**src/rtl/core/chbd_pkg.sv**
```systemverilog
`timescale 1ns / 1ps
// Shared types, constants and helper functions of the chunked body decoder.
package chbd_pkg;

   // Width of the chunk size accumulator and the remaining byte counter.
   localparam int SIZE_BITS = 32;

   // Result queue geometry. The depth must be a power of two of at least two.
   localparam int RSP_DEPTH = 4;
   localparam int RSP_PTR_W = $clog2(RSP_DEPTH);
   localparam int RSP_CNT_W = $clog2(RSP_DEPTH + 1);

   // Character codes used by the size line parser.
   localparam logic [7:0] CHAR_CR        = 8'h0D;
   localparam logic [7:0] CHAR_DIGIT_0   = 8'h30;
   localparam logic [7:0] CHAR_DIGIT_9   = 8'h39;
   localparam logic [7:0] CHAR_LOWER_A   = 8'h61;
   localparam logic [7:0] CHAR_LOWER_F   = 8'h66;
   localparam logic [7:0] CHAR_UPPER_A   = 8'h41;
   localparam logic [7:0] CHAR_UPPER_F   = 8'h46;
   localparam logic [7:0] HEX_ALPHA_BASE = 8'd10;

   typedef logic [SIZE_BITS-1:0] size_type;

   // Decoder phases.
   typedef enum logic [1:0] {
      PH_SIZE,
      PH_SKIP,
      PH_DATA,
      PH_DONE
   } phase_type;

   // Result kinds.
   typedef logic [1:0] end_kind_type;
   localparam end_kind_type END_PAYLOAD = 2'd0;
   localparam end_kind_type END_CLEAN   = 2'd1;
   localparam end_kind_type END_TRUNC   = 2'd2;

   // One result item.
   typedef struct packed {
      logic [7:0]   body_byte;
      end_kind_type end_kind;
      logic         is_last;
   } rsp_item_type;

   // Results of one processed byte: an optional payload and an optional end marker.
   typedef struct packed {
      logic         pay_vld;
      rsp_item_type pay_item;
      logic         end_vld;
      rsp_item_type end_item;
   } parse_out_type;

   // Decoded hex digit.
   typedef struct packed {
      logic       is_hex;
      logic [3:0] value;
   } hex_digit_type;

   // Maps an ASCII byte to its hex digit value, upper or lower case.
   function automatic hex_digit_type hex_decode(input logic [7:0] b);
      hex_digit_type r;
      r.is_hex = 1'b1;
      r.value  = '0;
      if (b >= CHAR_DIGIT_0 && b <= CHAR_DIGIT_9) begin
         r.value = 4'(b - CHAR_DIGIT_0);
      end else if (b >= CHAR_LOWER_A && b <= CHAR_LOWER_F) begin
         r.value = 4'(b - CHAR_LOWER_A + HEX_ALPHA_BASE);
      end else if (b >= CHAR_UPPER_A && b <= CHAR_UPPER_F) begin
         r.value = 4'(b - CHAR_UPPER_A + HEX_ALPHA_BASE);
      end else begin
         r.is_hex = 1'b0;
      end
      return r;
   endfunction

endpackage

```
**src/rtl/core/chbd_if.sv**
```systemverilog
`timescale 1ns / 1ps
// Valid/ready channel interfaces for the raw body bytes and the decoded results.
interface chbd_req_if;
   logic       valid;
   logic       ready;
   logic [7:0] data_byte;
   logic       final_byte;

   modport source (output valid, output data_byte, output final_byte, input ready);
   modport sink   (input valid, input data_byte, input final_byte, output ready);
endinterface

interface chbd_rsp_if;
   logic       valid;
   logic       ready;
   logic [7:0] body_byte;
   logic [1:0] end_kind;
   logic       is_last;

   modport source (output valid, output body_byte, output end_kind, output is_last,
                   input ready);
   modport sink   (input valid, input body_byte, input end_kind, input is_last,
                   output ready);
endinterface

```
**src/rtl/core/http_chunked_body_decoder_unit.sv**
```systemverilog
`timescale 1ns / 1ps
// Top level of the HTTP chunked body decoder.
// The decoder takes one body byte per cycle while the result queue has room and forwards
// only the chunk payload bytes, followed by one end result (clean end or truncated) on the
// byte marked final. Each byte is held in an input register, processed by the framing
// logic and written into a four-entry result queue, whose head drives the result channel.
// Sustained throughput is one byte per cycle while the result side keeps up. A final
// byte that also carries payload yields two results, drained one per cycle while the
// result side is ready. The input stalls only when fewer than two queue entries are free.
module http_chunked_body_decoder_unit (
   input  logic       clock,
   input  logic       reset,
   chbd_req_if.sink   req_chan,
   chbd_rsp_if.source rsp_chan
);
   import chbd_pkg::*;

   logic          in_vld_ff, in_vld_in;
   logic [7:0]    in_byte_ff;
   logic          in_fin_ff;
   logic          req_fire;
   logic          room;
   logic          advance;
   parse_out_type parse_out;

   // A held byte is processed when the queue can take both of its possible results.
   assign advance        = in_vld_ff && room;
   assign req_chan.ready = !in_vld_ff || advance;
   assign req_fire       = req_chan.valid && req_chan.ready;

   always_comb begin
      in_vld_in = in_vld_ff;
      if (req_fire) begin
         in_vld_in = 1'b1;
      end else if (advance) begin
         in_vld_in = 1'b0;
      end
   end

   // Input register.
   always_ff @(posedge clock) begin
      if (reset) begin
         in_vld_ff <= 1'b0;
      end else begin
         in_vld_ff <= in_vld_in;
      end
   end

   always_ff @(posedge clock) begin
      if (req_fire) begin
         in_byte_ff <= req_chan.data_byte;
         in_fin_ff  <= req_chan.final_byte;
      end
   end

   chbd_parser u_parser (
      .clock      (clock),
      .reset      (reset),
      .step       (advance),
      .data_byte  (in_byte_ff),
      .final_byte (in_fin_ff),
      .result     (parse_out)
   );

   chbd_rsp_fifo u_rsp_fifo (
      .clock    (clock),
      .reset    (reset),
      .wr       (parse_out),
      .room     (room),
      .rsp_chan (rsp_chan)
   );

endmodule

```
**src/rtl/core/chbd_parser.sv**
```systemverilog
`timescale 1ns / 1ps
// Chunk framing state machine: parses size lines, skips line ends, forwards data.
module chbd_parser (
   input  logic                   clock,
   input  logic                   reset,
   input  logic                   step,
   input  logic [7:0]             data_byte,
   input  logic                   final_byte,
   output chbd_pkg::parse_out_type result
);
   import chbd_pkg::*;

   phase_type     phase_ff, phase_in, phase_proc;
   size_type      acc_ff, acc_in;
   size_type      rem_ff, rem_in;
   logic          digits_ff, digits_in;
   logic          invalid_ff, invalid_in;
   size_type      rem_dec;
   hex_digit_type hex;
   logic          is_cr;
   logic          terminal;
   logic          saturate;

   assign hex      = hex_decode(data_byte);
   assign is_cr    = (data_byte == CHAR_CR);
   assign terminal = digits_ff && !invalid_ff && (acc_ff == '0);
   assign rem_dec  = rem_ff - size_type'(1);
   // Another digit would overflow when any of the top four bits is already set.
   assign saturate = (acc_ff[SIZE_BITS-1 -: 4] != 4'd0);

   // Next phase; a final byte sends the decoder back to its reset phase.
   always_comb begin
      phase_proc = phase_ff;
      unique case (phase_ff)
         PH_SIZE: begin
            if (is_cr) begin
               phase_proc = terminal ? PH_DONE : PH_SKIP;
            end
         end
         PH_SKIP: begin
            phase_proc = (rem_ff != '0) ? PH_DATA : PH_SIZE;
         end
         PH_DATA: begin
            if (rem_dec == '0) begin
               phase_proc = PH_SIZE;
            end
         end
         PH_DONE: begin
            phase_proc = PH_DONE;
         end
      endcase
      phase_in = final_byte ? PH_SIZE : phase_proc;
   end

   // Size accumulator, remaining count and line flags.
   always_comb begin
      acc_in     = acc_ff;
      rem_in     = rem_ff;
      digits_in  = digits_ff;
      invalid_in = invalid_ff;
      unique case (phase_ff)
         PH_SIZE: begin
            if (is_cr) begin
               if (!terminal) begin
                  rem_in = invalid_ff ? '0 : acc_ff;
               end
               acc_in     = '0;
               digits_in  = 1'b0;
               invalid_in = 1'b0;
            end else if (hex.is_hex) begin
               acc_in    = saturate ? '1 : {acc_ff[SIZE_BITS-5:0], hex.value};
               digits_in = 1'b1;
            end else begin
               invalid_in = 1'b1;
            end
         end
         PH_DATA: begin
            rem_in = rem_dec;
         end
         PH_SKIP, PH_DONE: begin
            rem_in = rem_ff;
         end
      endcase
      if (final_byte) begin
         acc_in     = '0;
         rem_in     = '0;
         digits_in  = 1'b0;
         invalid_in = 1'b0;
      end
   end

   // Result items of the current byte.
   always_comb begin
      result.pay_vld            = step && (phase_ff == PH_DATA);
      result.pay_item.body_byte = data_byte;
      result.pay_item.end_kind  = END_PAYLOAD;
      result.pay_item.is_last   = 1'b0;
      result.end_vld            = step && final_byte;
      result.end_item.body_byte = '0;
      result.end_item.end_kind  = (phase_proc == PH_DONE) ? END_CLEAN : END_TRUNC;
      result.end_item.is_last   = 1'b1;
   end

   // State registers advance once per processed byte.
   always_ff @(posedge clock) begin
      if (reset) begin
         phase_ff   <= PH_SIZE;
         acc_ff     <= '0;
         rem_ff     <= '0;
         digits_ff  <= 1'b0;
         invalid_ff <= 1'b0;
      end else if (step) begin
         phase_ff   <= phase_in;
         acc_ff     <= acc_in;
         rem_ff     <= rem_in;
         digits_ff  <= digits_in;
         invalid_ff <= invalid_in;
      end
   end

`ifndef ASSERT_OFF
   // The data phase is entered only with bytes left to forward.
   a_data_has_bytes: assert property (@(posedge clock) disable iff (reset)
      phase_ff == PH_DATA |-> rem_ff != '0)
      else $error("data phase with zero remaining bytes");

   // Outside a chunk the remaining count is always drained.
   a_idle_count_zero: assert property (@(posedge clock) disable iff (reset)
      (phase_ff == PH_SIZE || phase_ff == PH_DONE) |-> rem_ff == '0)
      else $error("remaining count nonzero outside a chunk");

   // A final byte leaves the decoder in its reset state.
   a_final_resets: assert property (@(posedge clock) disable iff (reset)
      step && final_byte |=> phase_ff == PH_SIZE && acc_ff == '0 && !digits_ff
                             && !invalid_ff)
      else $error("state not cleared after final byte");
`endif

endmodule

```
**src/rtl/core/chbd_rsp_fifo.sv**
```systemverilog
`timescale 1ns / 1ps
// Result queue that takes up to two results per cycle and drains one per transfer.
module chbd_rsp_fifo (
   input  logic                    clock,
   input  logic                    reset,
   input  chbd_pkg::parse_out_type wr,
   output logic                    room,
   chbd_rsp_if.source              rsp_chan
);
   import chbd_pkg::*;

   rsp_item_type           mem_ff [RSP_DEPTH];
   logic [RSP_PTR_W-1:0]   head_ff, head_in;
   logic [RSP_PTR_W-1:0]   tail_ff, tail_in;
   logic [RSP_CNT_W-1:0]   count_ff, count_in;
   logic [RSP_CNT_W-1:0]   n_push;
   logic                   pop;
   rsp_item_type           first_item;
   rsp_item_type           head_item;

   assign n_push     = RSP_CNT_W'(wr.pay_vld) + RSP_CNT_W'(wr.end_vld);
   assign first_item = wr.pay_vld ? wr.pay_item : wr.end_item;
   assign pop        = rsp_chan.valid && rsp_chan.ready;
   // Room for the worst case of two results from one byte.
   assign room       = (count_ff <= RSP_CNT_W'(RSP_DEPTH - 2));

   // Pointer and occupancy updates.
   always_comb begin
      tail_in  = tail_ff + RSP_PTR_W'(n_push);
      head_in  = pop ? head_ff + RSP_PTR_W'(1) : head_ff;
      count_in = count_ff + n_push - RSP_CNT_W'(pop);
   end

   always_ff @(posedge clock) begin
      if (reset) begin
         head_ff  <= '0;
         tail_ff  <= '0;
         count_ff <= '0;
      end else begin
         head_ff  <= head_in;
         tail_ff  <= tail_in;
         count_ff <= count_in;
      end
   end

   // Storage writes: the payload goes first, the end marker behind it.
   always_ff @(posedge clock) begin
      if (n_push != '0) begin
         mem_ff[tail_ff] <= first_item;
      end
      if (wr.pay_vld && wr.end_vld) begin
         mem_ff[tail_ff + RSP_PTR_W'(1)] <= wr.end_item;
      end
   end

   // Head of queue drives the result channel.
   assign head_item          = mem_ff[head_ff];
   assign rsp_chan.valid     = (count_ff != '0);
   assign rsp_chan.body_byte = head_item.body_byte;
   assign rsp_chan.end_kind  = head_item.end_kind;
   assign rsp_chan.is_last   = head_item.is_last;

`ifndef ASSERT_OFF
   // Occupancy never exceeds the storage.
   a_no_overflow: assert property (@(posedge clock) disable iff (reset)
      count_ff <= RSP_CNT_W'(RSP_DEPTH))
      else $error("result queue overflow");

   // Writes arrive only while room was reported.
   a_push_with_room: assert property (@(posedge clock) disable iff (reset)
      n_push != '0 |-> room)
      else $error("result written without room");

   // A waiting result holds steady until it is transferred.
   a_rsp_stable: assert property (@(posedge clock) disable iff (reset)
      rsp_chan.valid && !rsp_chan.ready |=> rsp_chan.valid && $stable(head_item))
      else $error("waiting result changed before transfer");
`endif

endmodule
```
**src/flat_wrapper.sv**
```systemverilog
// flat-port wrapper written by rule: the top's interface ports become plain ports
module http_chunked_body_decoder_unit_flat import chbd_pkg::*;
  (clock, reset, req_chan_valid, req_chan_data_byte, req_chan_final_byte, req_chan_ready, rsp_chan_valid, rsp_chan_body_byte, rsp_chan_end_kind, rsp_chan_is_last, rsp_chan_ready);
  chbd_req_if req_chan_i ();
  chbd_rsp_if rsp_chan_i ();
  input  logic clock;
  input  logic reset;
  input wire logic [$bits(req_chan_i.valid)-1:0] req_chan_valid;
  input wire logic [$bits(req_chan_i.data_byte)-1:0] req_chan_data_byte;
  input wire logic [$bits(req_chan_i.final_byte)-1:0] req_chan_final_byte;
  output wire logic [$bits(req_chan_i.ready)-1:0] req_chan_ready;
  output wire logic [$bits(rsp_chan_i.valid)-1:0] rsp_chan_valid;
  output wire logic [$bits(rsp_chan_i.body_byte)-1:0] rsp_chan_body_byte;
  output wire logic [$bits(rsp_chan_i.end_kind)-1:0] rsp_chan_end_kind;
  output wire logic [$bits(rsp_chan_i.is_last)-1:0] rsp_chan_is_last;
  input wire logic [$bits(rsp_chan_i.ready)-1:0] rsp_chan_ready;
  assign req_chan_i.valid = req_chan_valid;
  assign req_chan_i.data_byte = req_chan_data_byte;
  assign req_chan_i.final_byte = req_chan_final_byte;
  assign req_chan_ready = req_chan_i.ready;
  assign rsp_chan_valid = rsp_chan_i.valid;
  assign rsp_chan_body_byte = rsp_chan_i.body_byte;
  assign rsp_chan_end_kind = rsp_chan_i.end_kind;
  assign rsp_chan_is_last = rsp_chan_i.is_last;
  assign rsp_chan_i.ready = rsp_chan_ready;
  http_chunked_body_decoder_unit u_core (.clock(clock), .reset(reset), .req_chan(req_chan_i), .rsp_chan(rsp_chan_i));
endmodule
```
**config.mk**
```make
export PLATFORM = sky130hd
export DESIGN_NAME = http_chunked_body_decoder_unit_flat
export DESIGN_NICKNAME = d
export VERILOG_FILES = /design/src/rtl/core/chbd_pkg.sv /design/src/rtl/core/chbd_if.sv /design/src/rtl/core/http_chunked_body_decoder_unit.sv /design/src/rtl/core/chbd_parser.sv /design/src/rtl/core/chbd_rsp_fifo.sv /design/src/flat_wrapper.sv
export SDC_FILE = /design/constraint.sdc
export NUM_CORES = 1
export LEC_CHECK = 0
export BUFFER_PORTS_ARGS = -buffer_cell sky130_fd_sc_hd__buf_2
export CORE_AREA = 2 2 144 146
export DETAILED_ROUTE_END_ITERATION = 8
export DIE_AREA = 0 0 146 148
export PLACE_DENSITY = 0.6
export SYNTH_ARGS = -nofsm -noshare
export SYNTH_HDL_FRONTEND = slang
export SYNTH_SLANG_ARGS = --single-unit
export TNS_END_PERCENT = 100
```
**constraint.sdc**
```tcl
create_clock -name clock -period 4.25 [get_ports clock]
set_input_delay 0 -clock clock [delete_from_list [all_inputs] [get_ports clock]]
set_output_delay 0 -clock clock [all_outputs]
set_load 0.02 [all_outputs]
```
==> run_results.csv <==
group,metric,value,unit
die,initial_utilization,0.343,
cells_and_area,layout.cells.non_filler,1052,
drt,drc,0,
timing,fin_skew,6.25,ps
drt,dr.pass1.iters,5,
clock_tree,clock_latency,420,ps
logic_synthesis,synth.most_common_cell,"dfxtp_1",
timing,setup_viol,0,
drt,ant_nets,0,
power,power,3370,uW
critical_path,r2r_start,"u_core.u_rsp_fifo.count_ff[0]",
critical_path,critPathMaxFanout,7,
die,core_area,20000,sq um
critical_path,worstPathCellList,"a21oi_1 -> nand2_1 -> nor2_1 -> ha_1 -> inv_1 -> ha_1 -> fa_1 -> xnor2_1 -> xnor2_1 -> nor2_1",
clock_tree,cts-root-buf,"clkbuf_16",
cells_and_area,multiInputGateArea,3730,sq um
critical_path,r2r_setup_slack,1160,ps
drt,routedWlPerCell,16.8,um
critical_path,critPathSlowestCell,"fa_1",
global_routing,grt_antenna_before_repair,0,
cells_and_area,area_delta_synth_final,14.7,%
cells_and_area,drive_above_1_share,0.147,
die,boundaryPins,26,
cells_and_area,fin_util,0.394,
timing,fin_crit_sh,0.728,
timing,drv_slew,0,
logic_synthesis,postSynth.asyncResetShare,0,
logic_synthesis,synth_edf_count,17,
place,port_buffers,25,
clock_tree,clock_sinks,131,
drt,viasPerCell,5.54,
critical_path,crit_path_start_kind,"flip-flop",
cells_and_area,nFillCells,2024,
logic_synthesis,synthDistinctLibCells,70,
die,num_rows,52,
global_routing,grt_use_total,0.166,
clock_tree,cts_buffer_depth,2,
clock_tree,cts_resized,0,
logic_synthesis,ys_warn_count,0,
logic_synthesis,yosysTopAreaCell,"dfxtp_1",
power,vdd_drop_max,0.200,mV
critical_path,crit_path_max_incr_delay,440,ps
timing,fmax,323,MHz
hold_path,hold_class,"primary input to flip-flop",
logic_synthesis,synth_top_area_share,0.332,
critical_path,crit_arrival,3370,ps
status,status,"finished, final reports clean",
logic_synthesis,synthTopCellsByArea,"dfxtp_1 33%, edfxtp_1 7.4%, a22o_1 4.1%",
logic_synthesis,avgSynthCellArea,8.95,sq um
global_routing,grt_pass1_vias,5504,
critical_path,cp.required,4530,ps
clock_tree,cts_setup_buffers,0,
logic_synthesis,ys_seq_area_frac,0.406,
power,leakage,0.00303,uW
logic_synthesis,synth_ff_type,"dfxtp_1",
drt,drtIter0Drc,522,
timing,tightest_slew,1160,ps
die,fp.dieH,148,um
timing,relSlewSlack,0.224,
clock_tree,cts_tree,"done",
clock_tree,cts_buffers,17,
timing,setup_tns,0,ps
global_routing,grt_max_degree,52,
job,drv_cap,0,
timing,fin_crit,3090,ps
clock_tree,path_clk_slew,60,ps
timing,rsz0062_at_grt,"false",
clock_tree,htreeDepth,4,
global_routing,gr-total-overflow,0,
place,dpl.hpwl,11.4,mm
cells_and_area,seqCellArea,2790,sq um
logic_synthesis,syn-cell-area,6880,sq um
cells_and_area,final_nets,795,
logic_synthesis,synthTopCellsByCount,"114 x dfxtp_1, 70 x nand2_1, 55 x nor2_1",
timing,finalHoldViolations,0,
critical_path,cp-end-kind,"flip-flop",
place,gp_congestion,0.794,
logic_synthesis,syn_inst,769,
drt,wl,17.7,mm
hold_path,worstHoldStart,"rsp_chan_ready",
place,dp_cells,1010,
die,dieArea,21600,sq um
cells_and_area,diodes,0,
global_routing,grt_pass1_wl,28.9,mm
drt,vias,5827,
die,die_width,146,um
logic_synthesis,ys_ff_latch,131,
critical_path,critPathKind,"flip-flop to flip-flop",
power,p_per_area,427,nW/um^2
critical_path,startpoint,"u_core.u_rsp_fifo.count_ff[0]",
logic_synthesis,synth_nets,795,
==> what timing repair did <==
item	4_1_cts	5_1_grt
endpoints found under the hold margin	10	0
setup endpoints to repair	0	0
hold buffers	10	0
==> worst max-delay path: cells and delay by family, from the launching register on <==
| family | cells | cell delay [ps] |
|---|---|---|
| adder cells (fa/ha/maj) | 3 | 1140 |
| flip-flops | 1 | 320 |
| AO/OA/AOI/OAI | 1 | 340 |
| buffers and inverters | 1 | 140 |
| AND/OR/NAND/NOR | 3 | 690 |
| XOR/XNOR | 2 | 310 |
==> per-stage QoR <==
stage	worst slack, ps	area (sq um)	hold slack [ps]
after floorplan	1580	6880	98.9
after global placement	1150	7130	176
after detailed placement	1190	7130	179
after CTS	1160	7890	31.6
after global routing	912	7890	86.2
final	1160	7890	41.3
==> cell type report <==
class / count / share of cell area
clock buffers: 23 / 0.0660
clock inverters: 9 / 0.0174
inverters: 22 / 0.0105
multi-input cells: 554 / 0.473
flip-flops and latches: 131 / 0.354
well taps: 270 / 0.0428
repair buffers: 43 / 0.0362
==> layout by cell type, fill, tap and decap left out, types with 13 or more instances in the layout <==
cell	Yosys	layout
dfxtp_1	114	114
o21ai_1	27	27
and3_1	18	18
nor2_1	55	55
nand2_1	70	70
nor4_1	15	15
xnor2_1	14	14
buf_2	3	25
inv_1	22	22
clkbuf_16	0	19
o211ai_1	14	14
a21oi_2	25	25
a22o_1	32	32
nor3_1	17	16
a32oi_1	13	13
a21oi_1	51	51
nand4_1	13	13
edfxtp_1	17	17
o21ai_0	22	22
==> logic make-up (layout without fill, tap and decap cells) <==
kind of cell	after synthesis	in the layout	synth area share
compound gates	239	239	0.245
flops	131	131	0.406
fa+ha+maj	13	13	0.0247
simple gates	268	268	0.207
xor+xnor	21	21	0.0267
mux	13	13	0.0389
buf+inv	84	97	0.0518
==> where the power goes <==
part,total [uW],switching [uW],internal [uW],leakage (uW)
clock network,1610,570,1050,0.000321
logic,354,197,157,0.00162
registers,1400,91.4,1310,0.00109
total,3370,858,2510,0.00303
==> sequential cells by signal (all words and copies together), names as in the netlist, named ones only <==
name                        flops
u_core.u_rsp_fifo.mem_ff       44
u_core.u_parser.acc_ff         32
u_core.u_parser.rem_ff         32
u_core.in_byte_ff               8
u_core.u_rsp_fifo.count_ff      3
u_core.u_parser.phase_ff        2
u_core.u_rsp_fifo.head_ff       2
u_core.u_rsp_fifo.tail_ff       2
u_core.in_fin_ff                1
u_core.in_vld_ff                1
u_core.u_parser.digits_ff       1
u_core.u_parser.invalid_ff      1
==> layer usage <==
metal | global-route usage | routed length, um | vias to the layer above
met5 | 0 | 0 | -
met4 | 0.0573 | 306 | 0
met3 | 0.0318 | 721 | 24
met2 | 0.258 | 8000 | 125
met1 | 0.231 | 8620 | 2805
li1 | - | - | 2873
==> path summary, 6_finish.rpt <==
check,endpoint,cells past startpoint
worst max-delay path,u_core.u_rsp_fifo.count_ff[2],10
worst min-delay path,u_core.u_rsp_fifo.head_ff[0],4
worst max register to register,u_core.u_rsp_fifo.count_ff[2],10
worst min register to register,u_core.u_parser.acc_ff[9],2
Note: power is estimated with default switching activity, not from simulation.
